### src/hw/rtl/nphb_pkg.sv
// ----------------------------------------------------------------------------
// nphb_pkg
// Shared constants for the NoC packet header builder: parameter defaults,
// message type codes, item kinds and register addresses.
// ----------------------------------------------------------------------------
package nphb_pkg;

  // Parameter defaults
  localparam int NUM_ROUTERS_DEF         = 16;
  localparam int DATA_BYTES_PER_ELEM_DEF = 4;
  localparam int FLIT_BYTES_DEF          = 16;

  // Field widths fixed by the header format
  localparam int LEN_W  = 13;
  localparam int CALC_W = 14;  // raw length before saturation
  localparam int MC_W   = 5;

  localparam logic [LEN_W-1:0] LEN_MAX   = 13'd8191;
  localparam logic [MC_W-1:0]  MESH_RST  = 5'd4;

  // Item kinds
  localparam logic KIND_PACKET = 1'b0;
  localparam logic KIND_LOAD   = 1'b1;

  // Message type codes
  localparam logic [2:0] MT_REQ_A  = 3'd0;
  localparam logic [2:0] MT_REQ_B  = 3'd1;
  localparam logic [2:0] MT_RESP   = 3'd2;
  localparam logic [2:0] MT_ACK    = 3'd3;
  localparam logic [2:0] MT_DIST   = 3'd4;
  localparam logic [2:0] MT_COMP   = 3'd5;
  localparam logic [2:0] MT_BAD    = 3'd6;
  localparam logic [2:0] MT_REQ_C  = 3'd7;

  // Fixed length terms
  localparam int DATA_HDR_BYTES = 2;
  localparam int COMP_HDR_BYTES = 4;
  localparam int ACK_BYTES      = 3;

  // Register word index (paddr[2])
  localparam logic REG_MESH_COLUMNS = 1'b0;

endpackage

### src/hw/rtl/noc_packet_header_builder_core.sv
// ----------------------------------------------------------------------------
// noc_packet_header_builder_core
// Turns message descriptors into NoC packet headers using a router
// interface-count table held in a small synchronous memory.
// ----------------------------------------------------------------------------
// A load request writes one table entry, if its slot lies below NUM_ROUTERS.
// A packet request walks the table, reading from 1 to NUM_ROUTERS entries,
// one per cycle through the table's single read port, until an entry owns the
// destination index or the table ends. A restoring divider then splits the
// router number into row and column by mesh_columns, one step per bit of the
// router number (at least 2 steps). The flit rounding is a reciprocal multiply
// registered when the walk ends. The block takes one request at a time; a
// finished header waits in the output register while the next request is
// accepted. Table entries read as zero until loaded. mesh_columns of zero
// acts as one.
// ----------------------------------------------------------------------------
module noc_packet_header_builder_core #(
  parameter int NUM_ROUTERS         = nphb_pkg::NUM_ROUTERS_DEF,
  parameter int DATA_BYTES_PER_ELEM = nphb_pkg::DATA_BYTES_PER_ELEM_DEF,
  parameter int FLIT_BYTES          = nphb_pkg::FLIT_BYTES_DEF
) (
  input  logic        clk,
  input  logic        rst,
  // input request channel
  input  logic        in_valid,
  output logic        in_ready,
  input  logic        kind,
  input  logic [2:0]  msg_type,
  input  logic [9:0]  elem_count,
  input  logic [9:0]  buffer_size,
  input  logic [7:0]  dest_index,
  input  logic [3:0]  table_slot,
  input  logic [3:0]  table_value,
  // output header channel
  output logic        out_valid,
  input  logic        out_ready,
  output logic [3:0]  dest_row,
  output logic [3:0]  dest_col,
  output logic [3:0]  dest_port,
  output logic [nphb_pkg::LEN_W-1:0] length_bytes,
  output logic        packet_class,
  output logic        virtual_net,
  output logic        type_ok,
  output logic        dest_ok,
  // configuration port
  input  logic        psel,
  input  logic        penable,
  input  logic        pwrite,
  input  logic [2:0]  paddr,
  input  logic [31:0] pwdata,
  output logic [31:0] prdata,
  output logic        pready
);
  import nphb_pkg::*;

  localparam int AW   = (NUM_ROUTERS > 1) ? $clog2(NUM_ROUTERS) : 1;
  localparam int SW0  = $clog2(NUM_ROUTERS * 15 + 1);
  localparam int SW   = (SW0 > 8) ? SW0 : 8;
  localparam int DVW  = (AW > 1) ? AW : 2;
  localparam int STPW = $clog2(DVW + 1);
  localparam int FL_L = $clog2(FLIT_BYTES);
  localparam int FL_S = CALC_W + FL_L;
  localparam int PW   = FL_S + CALC_W + 1;
  localparam logic [PW-1:0]   FL_M     = PW'((2**FL_S + FLIT_BYTES - 1) / FLIT_BYTES);
  localparam logic [AW-1:0]   LAST_IDX = AW'(NUM_ROUTERS - 1);
  localparam logic [STPW-1:0] LAST_STP = STPW'(DVW - 1);

  typedef enum logic [1:0] {S_IDLE, S_WALK, S_DIV, S_FIN} state_t;

  state_t state;

  // configuration register
  logic [MC_W-1:0] mesh_columns;
  logic [MC_W-1:0] mc_eff;

  // table memory with per-entry valid bits
  logic [3:0]      mem [NUM_ROUTERS];
  logic            vld [NUM_ROUTERS];
  logic [3:0]      rd_data;
  logic            rd_vld;
  logic [AW-1:0]   rd_addr;
  logic            we;
  logic [6:0]      slot_ext;
  logic [AW-1:0]   waddr;

  // request context
  logic [7:0]        dest;
  logic [AW-1:0]     idx;
  logic [SW-1:0]     sum;
  logic [SW-1:0]     sum_next;
  logic [3:0]        cnt;
  logic              hit;
  logic              found;
  logic [3:0]        port;
  logic [CALC_W-1:0] len_raw;
  logic [CALC_W-1:0] len_calc;
  logic              cls;
  logic              cls_calc;
  logic              vnet;
  logic              vnet_calc;
  logic              tok;
  logic              tok_calc;
  logic [CALC_W-1:0] dl_bytes;
  logic [CALC_W-1:0] bs_bytes;

  // divider and flit rounding
  logic [STPW-1:0]   step;
  logic [DVW-1:0]    rdvd;
  logic [MC_W-1:0]   rrem;
  logic [MC_W:0]     rr_s;
  logic              r_ge;
  logic [MC_W:0]     rr_d;
  logic [CALC_W-1:0] len_up;
  logic [PW-1:0]     fprod;
  logic [CALC_W-1:0] fq;
  logic [CALC_W:0]   rounded;
  logic [LEN_W-1:0]  len_final;

  logic in_acc;
  logic out_free;

  assign in_ready = (state == S_IDLE);
  assign in_acc   = in_valid && in_ready;
  assign out_free = !out_valid || out_ready;
  assign mc_eff   = (mesh_columns == '0) ? MC_W'(1) : mesh_columns;

  // Configuration port: always ready, one register
  assign pready = 1'b1;
  assign prdata = (paddr[2] == REG_MESH_COLUMNS) ? {27'd0, mesh_columns} : 32'd0;

  always_ff @(posedge clk) begin
    if (rst) begin
      mesh_columns <= MESH_RST;
    end else if (psel && penable && pwrite && pready && paddr[2] == REG_MESH_COLUMNS) begin
      mesh_columns <= pwdata[MC_W-1:0];
    end
  end

  // Table write decode and read address
  assign slot_ext = {3'd0, table_slot};
  assign waddr    = slot_ext[AW-1:0];
  assign we       = in_acc && (kind == KIND_LOAD) && (slot_ext < 7'(NUM_ROUTERS));
  assign rd_addr  = (state == S_WALK) ? idx + AW'(1) : '0;

  always_ff @(posedge clk) begin
    if (we) begin
      mem[waddr] <= table_value;
    end
    rd_data <= mem[rd_addr];
    rd_vld  <= vld[rd_addr];
  end

  always_ff @(posedge clk) begin
    if (rst) begin
      for (int i = 0; i < NUM_ROUTERS; i++) vld[i] <= 1'b0;
    end else if (we) begin
      vld[waddr] <= 1'b1;
    end
  end

  // Type mapping for an accepted packet
  assign dl_bytes = CALC_W'(elem_count) * CALC_W'(DATA_BYTES_PER_ELEM)
                    + CALC_W'(DATA_HDR_BYTES);
  assign bs_bytes = CALC_W'(buffer_size) * CALC_W'(DATA_BYTES_PER_ELEM)
                    + CALC_W'(COMP_HDR_BYTES);

  always_comb begin
    len_calc  = '0;
    cls_calc  = 1'b0;
    vnet_calc = 1'b0;
    tok_calc  = 1'b1;
    case (msg_type)
      MT_REQ_A, MT_REQ_B, MT_REQ_C: len_calc = dl_bytes;
      MT_RESP: begin
        len_calc = dl_bytes;
        cls_calc = 1'b1;
      end
      MT_ACK: begin
        len_calc = CALC_W'(ACK_BYTES);
        cls_calc = 1'b1;
      end
      MT_DIST: begin
        len_calc  = dl_bytes;
        vnet_calc = 1'b1;
      end
      MT_COMP: begin
        len_calc  = bs_bytes;
        vnet_calc = 1'b1;
      end
      default: tok_calc = 1'b0;
    endcase
  end

  // Running-sum compare on the entry just read
  assign cnt      = rd_vld ? rd_data : 4'd0;
  assign sum_next = sum + SW'(cnt);
  assign hit      = SW'(dest) < sum_next;

  // Divider step: router number by mesh columns
  assign rr_s = {rrem, rdvd[DVW-1]};
  assign r_ge = rr_s >= {1'b0, mc_eff};
  assign rr_d = rr_s - {1'b0, mc_eff};

  // Whole flits by reciprocal multiply, exact while length + FLIT_BYTES-1 < 2^CALC_W
  assign len_up = len_raw + CALC_W'(FLIT_BYTES - 1);
  assign fprod  = PW'(len_up) * FL_M;

  // Round up and saturate
  assign rounded   = (CALC_W+1)'(fq) * (CALC_W+1)'(FLIT_BYTES);
  assign len_final = (rounded > (CALC_W+1)'(LEN_MAX)) ? LEN_MAX : rounded[LEN_W-1:0];

  // Sequencer and registered outputs
  always_ff @(posedge clk) begin
    if (rst) begin
      state     <= S_IDLE;
      out_valid <= 1'b0;
    end else begin
      // hold the header until the receiver takes it
      if (state == S_FIN && out_free) begin
        out_valid <= 1'b1;
      end else if (out_ready) begin
        out_valid <= 1'b0;
      end
      unique case (state)
        S_IDLE: begin
          if (in_acc && kind == KIND_PACKET) begin
            dest    <= dest_index;
            len_raw <= len_calc;
            cls     <= cls_calc;
            vnet    <= vnet_calc;
            tok     <= tok_calc;
            idx     <= '0;
            sum     <= '0;
            found   <= 1'b0;
            port    <= '0;
            state   <= S_WALK;
          end
        end
        S_WALK: begin
          // advance until an entry owns the index or the table ends
          if (hit || idx == LAST_IDX) begin
            found <= hit;
            port  <= dest[3:0] - sum[3:0];
            rdvd  <= hit ? DVW'(idx) : '0;
            rrem  <= '0;
            fq    <= fprod[FL_S +: CALC_W];
            step  <= '0;
            state <= S_DIV;
          end else begin
            sum <= sum_next;
            idx <= idx + AW'(1);
          end
        end
        S_DIV: begin
          rrem <= r_ge ? rr_d[MC_W-1:0] : rr_s[MC_W-1:0];
          rdvd <= {rdvd[DVW-2:0], r_ge};
          step <= step + STPW'(1);
          if (step == LAST_STP) state <= S_FIN;
        end
        S_FIN: begin
          // hold until the output register is free
          if (out_free) begin
            dest_row     <= found ? 4'(rdvd) : 4'd0;
            dest_col     <= found ? rrem[3:0] : 4'd0;
            dest_port    <= found ? port : 4'd0;
            length_bytes <= tok ? len_final : '0;
            packet_class <= cls;
            virtual_net  <= vnet;
            type_ok      <= tok;
            dest_ok      <= found;
            state        <= S_IDLE;
          end
        end
        default: state <= S_IDLE;
      endcase
    end
  end

endmodule
### config.mk
export PLATFORM = sky130hd
export DESIGN_NAME = noc_packet_header_builder_core
export DESIGN_NICKNAME = d
export VERILOG_FILES = /design/src/hw/rtl/nphb_pkg.sv /design/src/hw/rtl/noc_packet_header_builder_core.sv
export SDC_FILE = /design/constraint.sdc
export NUM_CORES = 1
export LEC_CHECK = 0
export ABC_AREA = 1
export BUFFER_PORTS_ARGS = -buffer_cell sky130_fd_sc_hd__buf_4
export CORE_MARGIN = 8
export CORE_UTILIZATION = 52
export CTS_CLUSTER_DIAMETER = 100
export CTS_CLUSTER_SIZE = 12
export DETAILED_ROUTE_END_ITERATION = 6
export GPL_TIMING_DRIVEN = 0
export PLACE_DENSITY = 0.73
export SETUP_SLACK_MARGIN = 0.05
export SYNTH_ARGS = -nofsm -noshare
export SYNTH_HDL_FRONTEND = slang
export SYNTH_SLANG_ARGS = --single-unit
export TNS_END_PERCENT = 100
### constraint.sdc
create_clock -name clk -period 11.17 [get_ports clk]
set_input_delay 1.117 -clock clk [delete_from_list [all_inputs] [get_ports clk]]
set_output_delay 1.117 -clock clk [all_outputs]
set_load 0.05 [all_outputs]
==> results of run 1 <==
[through the flow]
step | area (um2) | power (mW)
2_1_floorplan | 8440 | 1.24
3_3_place_gp | 9380 | 1.38
3_5_place_dp | 9430 | 1.40
4_1_cts | 9980 | 1.95
5_1_grt | 9980 | 2.05
6_report | 9980 | 1.94
[layout make-up]
class	instances	area, um2
Sequential cell	182	5170
Multi-Input combinational cell	491	2620
Tap cell	216	270
Buffer	50	343
Timing Repair Buffer	93	706
Inverter	84	315
Clock buffer	21	462
Fill cell	1340	5790
Clock inverter	11	88.8
[flip-flops by register name, summed over array words and instances, names as in the netlist, 2 cells and up]
name,cells
vld,16
dest_port,4
mesh_columns,5
mem,64
dest,8
step,3
rd_data,4
dest_row,4
rdvd,4
length_bytes,10
port,4
len_raw,13
fq,10
state,2
sum,8
idx,4
rrem,5
dest_col,4
[placed cells by master (no fill, tap or decap), types with 4 or more instances in the layout]
master and n:
clkbuf_1 11, buf_4 123, inv_6 4, dfxtp_1 29
nor2_1 129, clkinv_4 5, nand2_1 119, inv_1 78
o221ai_1 16, o21ai_0 55, inv_2 6, xnor2_1 4
nor3_1 4, ha_1 27, conb_1 28, xor2_1 8
o211ai_1 4, o21a_1 6, buf_6 4, a21oi_1 20
clkbuf_16 18, nand3_1 27, buf_2 5, edfxtp_1 153
[report_power, final]
part           total (mW)  switching [mW]  internal, mW
Sequential          0.855          0.0306         0.824
Clock               0.556           0.254         0.302
Combinational       0.534           0.358         0.176
[cell families (layout without fill, tap and decap cells)]
family	Yosys count	in the layout	share of synthesized area, %
AND/OR/NAND/NOR	300	300	15.1
adder cells (fa/ha/maj)	30	30	4.77
flip-flops	182	182	62.0
buffers and inverters	134	259	7.88
AO/OA/AOI/OAI	121	121	8.86
other	2	28	0.0900
XOR/XNOR	12	12	1.26
[Yosys cell counts, types with 2 or more instances]
library cell / n
a22o_1: 2
o22ai_1: 2
nand4_1: 3
xnor2_1: 4
fa_1: 3
buf_6: 4
nor3_1: 4
nand3_1: 27
buf_2: 5
ha_1: 27
inv_1: 78
conb_1: 2
a211oi_1: 3
nor2_2: 2
nand2_2: 3
edfxtp_1: 153
o211ai_1: 4
a21oi_1: 20
nor2_4: 3
o31ai_1: 3
o221ai_1: 16
inv_2: 6
a32o_1: 2
o21ai_1: 3
nand2_1: 119
nor2_1: 130
xor2_1: 8
clkbuf_1: 8
or2_2: 2
dfxtp_1: 29
o21ai_0: 55
o21a_1: 6
clkbuf_2: 2
buf_4: 31
[worst max-delay path, cell delays in order (launching register included)]
cell      delay, ps
edfxtp_1        490
ha_1            320
nand3_1          60
nand2_1         110
a21oi_1          80
nor2_1          240
nand3_1         140
nand2_1         100
nand2_1          60
inv_1            80
ha_1            240
a21oi_1         130
o21a_1          140
nand2_1         220
nand2_1         160
nand2_1          60
nor2_1          600
[how the worst max path moves through the flow]
stage | from | endpoint | slack, ps | cells past startpoint
2_1_floorplan | kind | cls$_DFFE_PP_ | 7140 | 1
3_3_place_gp | rst | dest[6]$_DFFE_PP_ | 5960 | 2
3_5_place_dp | sum[1]$_SDFFCE_PP0P_ | fq[8]$_DFFE_PP_ | 7610 | 16
4_1_cts | sum[1]$_SDFFCE_PP0P_ | fq[4]$_DFFE_PP_ | 7500 | 16
5_1_grt | rd_vld$_DFF_P_ | fq[4]$_DFFE_PP_ | 7200 | 18
6_report | sum[1]$_SDFFCE_PP0P_ | fq[4]$_DFFE_PP_ | 7520 | 16
[metal layers]
metal | up-vias | GRT usage [%] | share of wire (%)
li1 | 2894 | - | -
met1 | 2652 | 21.2 | 42
met2 | 205 | 30.6 | 49
met3 | 28 | 4.17 | 7.5
met4 | 0 | 6.82 | 1.9
met5 | - | 0 | 0
==> flow_summary.ini, run 1 <==
[sta]
whs_ps = 424
hold_violations = 0
max_slew_margin_pct = 46.5
finalWorstSetupSlack_ps = 7520
drv_slew = 0
setup-tns-final_ps = 0
setup_viol = 0
fin_crit_ps = 3650
fmax_mhz = 274
tightest_slew_ps = 799
clock_skew_ps = 6.91
grt_setup_unrepaired = no
period_share_pct = 32.6

[clock_network]
cts.path.max_buffers = 2
clkLatencyLatePin_ps = 430
hold_buffers = 0
tritoncts = done
numCtsBuffers = 17
clk_pin_slew_ps = 70
cts-root-buf = clkbuf_16
h-tree-depth = 4
post_cts_buffers = 0
cts.sinks = 182
cts_resized = 0

[floorplan]
start_util_pct = 52.9
io_pins = 146
die_h_um = 143
num_rows = 46
dieArea_um2 = 20400
core_area_um2 = 15800
chipWidth_um = 143

[final_layout]
nets = 1031
fin_util_pct = 63.3
area_delta_synth_final_pct = 19.6
diodes = 0
drive_gt1_share_pct = 20.2
layout.cells.non_filler = 1148

[pwr]
p_leak_nw = 4.22
max-vdd-ir-drop_v = 0.000122
pwr_density_cell_nw_per_um2 = 195

[yosys]
synth.area.top_cells = edfxtp_1 55%, dfxtp_1 7.0%, nor2_1 5.8%
ys_async_sr_fraction_pct = 0
synth-seq-cells = 182
ys.flop_type = edfxtp_1
avgSynthCellArea_um2 = 10.7
synth_area_um2 = 8350
synth_top_area_share_pct = 55.0
syn_inst = 781
synth_cell_types = 46
yosys_warnings = 0
yosys.area.top_type = edfxtp_1
ys_seq_area_share_pct = 62.0
synth_edf_count = 153

[placement]
place_ws_ps = 7610
port_buffers = 88
gp_congestion = 0.888
dpl.cell_count = 1116
post-dp-hpwl_um = 12800

[critical_path]
criticalPathCategory = reg2reg
required_ps = 11230
rr_worst_depth = 16
crit_path_start_kind = flop
rrSetupSlack_ps = 7520
r2r-end = fq[4]$_DFFE_PP_
setup.worst_path.end_class = flop
arrival_ps = 3700
r2r_start = sum[1]$_SDFFCE_PP0P_
critPathMaxFanout = 10

[grt]
grt_usage_pct = 17.8
grt_overflow_total = 0
grt_pass1_vias = 5691
grt_pass1_wl_um = 28100
antenna_found_initial = 0
grt_max_degree = 22

[route]
wirelength_um = 17300
drcViolationCount = 0
vias_per_cell = 5.03
wl_per_cell_um = 15.0
vias = 5779
ant_nets = 0
detail_route.first_pass.iterations = 5
first_iter_violations = 535

[min_path]
holdPathEnd = virtual_net$_DFFE_PP_
min_path_cells = 0
hp-class = reg2reg
hold_start = vnet$_DFFE_PP_

[run]
maxCapViolations = 0

[outcome]
status = finished, final reports clean
No activity file was read; power rests on OpenSTA's default activity.
==> inputs of run 2 (changes only) <==
==> constraint.sdc (replaced) <==
create_clock -name clk -period 3.51 [get_ports clk]
set_input_delay 0.351 -clock clk [delete_from_list [all_inputs] [get_ports clk]]
set_output_delay 0.351 -clock clk [all_outputs]
set_load 0.05 [all_outputs]
==> run 2 against run 1 <==
Compared with the run above:
- fmax increased by 13%
- utilization increased by 0.71 points
- critical endpoint is now rdvd[1]$_DFFE_PP_
- combinational power increased to 3.3 times the previous value
- critical path depth increased by 1
- largest cell class unchanged
- first-iteration DRC count decreased by 1.1%
==> flow_summary.ini, run 2 (same netlist as run 1, synthesis figures left out) <==
[outcome]
status = finished, final reports clean

[critical_path]
rr_worst_depth = 17
arrival_ps = 3380
r2r_start = rd_vld$_DFF_P_
setup.worst_path.end_class = flop
path_buf_inv = 3
r2r-end = rdvd[1]$_DFFE_PP_
cp_slowest_cell = fa_1
critPathMaxStageDelay_ps = 410
criticalPathCategory = reg2reg
critPathMaxFanout = 7
rrSetupSlack_ps = 270
cpLargestDelayFamily = adder cells
required_ps = 3650
cp_common_cell = nand2_1
path_cells = nand2_1 > inv_1 > ha_1 > fa_1 > nand3_1 > nand2_1 > nand2_1 > nor2_1 > xor2_1 > inv_1 > ha_1 > nand2_1 > o21a_1 > nand2_4 > nand3_4 > o211ai_1 > clkinvlp_4
crit_path_start_kind = flop

[min_path]
hp-class = in2reg
hold_start = dest_index[7]
holdPathEnd = dest[7]$_DFFE_PP_
min_path_cells = 1

[final_layout]
drive_gt1_share_pct = 21.0
stdcell_area_um2 = 10100
area_delta_synth_final_pct = 20.9
final_common_cell = edfxtp_1
diodes = 0
largest_register_ffs = 64
final_cell_mix = 153 x edfxtp_1, 128 x nor2_1, 119 x buf_4
nets = 1031
regMostFlops = mem
top_regs = mem: 64 flops, vld: 16 flops, len_raw: 13 flops
fin_util_pct = 64.0

[grt]
grt_max_degree = 23
grt_usage_pct = 17.0
grt_pass1_wl_um = 27000
antenna_found_initial = 0
grt_pass1_vias = 5529
grt_overflow_total = 0

[clock_network]
cts.sinks = 182
cts.path.max_buffers = 2
clk_pin_slew_ps = 70
cts-root-buf = clkbuf_16
h-tree-depth = 4
clkLatencyLatePin_ps = 430
hold_buffers = 0
tritoncts = done
numCtsBuffers = 17

[sta]
tightest_slew_ps = 671
fmax_mhz = 309
whs_ps = 96.4
hold_violations = 0
drv_slew = 0
fin_crit_ps = 3240
clock_skew_ps = 10.9
grt_setup_unrepaired = no
period_share_pct = 92.3
max_slew_margin_pct = 54.9
setup_viol = 0

[route]
drcViolationCount = 0
wl_per_cell_um = 14.8
vias_per_cell = 4.95
detail_route.first_pass.iterations = 5
ant_nets = 0
vias = 5685
wirelength_um = 17000
first_iter_violations = 529

[floorplan]
dieArea_um2 = 20400
start_util_pct = 52.9
core_area_um2 = 15800
die_h_um = 143
chipWidth_um = 143
io_pins = 146
num_rows = 46

[run]
maxCapViolations = 0

[pwr]
p_leak_nw = 4.25
max-vdd-ir-drop_v = 0.000405
pwr_density_cell_nw_per_um2 = 629

[placement]
placed_area_um2 = 9420
port_buffers = 88
gp_congestion = 0.887
post-dp-hpwl_um = 12500
-- run 2: changes by cell type in the layout (fill, tap and decap cells not counted), sizes merged --
cell,previous run,this run
buf,133,132
clkinvlp,0,1
clkbuf,31,27
bufinv,0,1
inv,88,91
-- run 2: timing repair --
item                                    in CTS  in global routing
gates cloned                                 0                  1
pin swaps                                    0                  2
resized for setup                            4                  6
setup buffers                                0                  2
endpoints found under the setup margin      34                 39
-- run 2: cell type report --
type | count | area [um2]
inverters | 84 | 315
fillers | 1310 | 5680
clock buffers | 17 | 425
plain buffers | 50 | 343
well taps | 216 | 270
repair inverters | 1 | 7.51
multi-input cells | 491 | 2670
clock inverters | 15 | 160
repair buffers | 92 | 727
flip-flops and latches | 182 | 5170
-- run 2: where the power goes --
part	internal [mW]	switching, mW
Combinational	0.597	1.17
Clock	1.01	0.853
Sequential	2.62	0.101
-- run 2: per-layer routing --
metal | routed length, um | GRT usage (%)
met2 | 8390 | 29.0
met4 | 257 | 5.76
met1 | 7240 | 20.9
met5 | 0 | 0
met3 | 1130 | 3.87
-- run 2: how the worst max path moves through the flow --
stage / to / startpoint / depth (start not counted) / slack [ps]
final: rdvd[1]$_DFFE_PP_ / rd_vld$_DFF_P_ / 17 / 270
after global routing: rdvd[2]$_DFFE_PP_ / rd_vld$_DFF_P_ / 17 / 40
after CTS: fq[3]$_DFFE_PP_ / sum[1]$_SDFFCE_PP0P_ / 13 / 70
after detailed placement: sum[6]$_SDFFCE_PP0P_ / sum[0]$_SDFFCE_PP0P_ / 14 / -360
after global placement: sum[6]$_SDFFCE_PP0P_ / sum[0]$_SDFFCE_PP0P_ / 14 / -320
after floorplan: idx[0]$_DFFE_PP_ / sum[0]$_SDFFCE_PP0P_ / 14 / 350
-- run 2: metrics by stage --
step | instances | setup WS [ps] | power [mW] | setup TNS, ps
final | 1148 | 272 | 6.35 | 0
after global routing | 1148 | 40.2 | 6.68 | 0
after CTS | 1145 | 74.0 | 6.32 | 0
after detailed placement | 1113 | -364 | 4.45 | -4360
after global placement | 1111 | -317 | 4.40 | -3800
after floorplan | 807 | 348 | 3.96 | 0
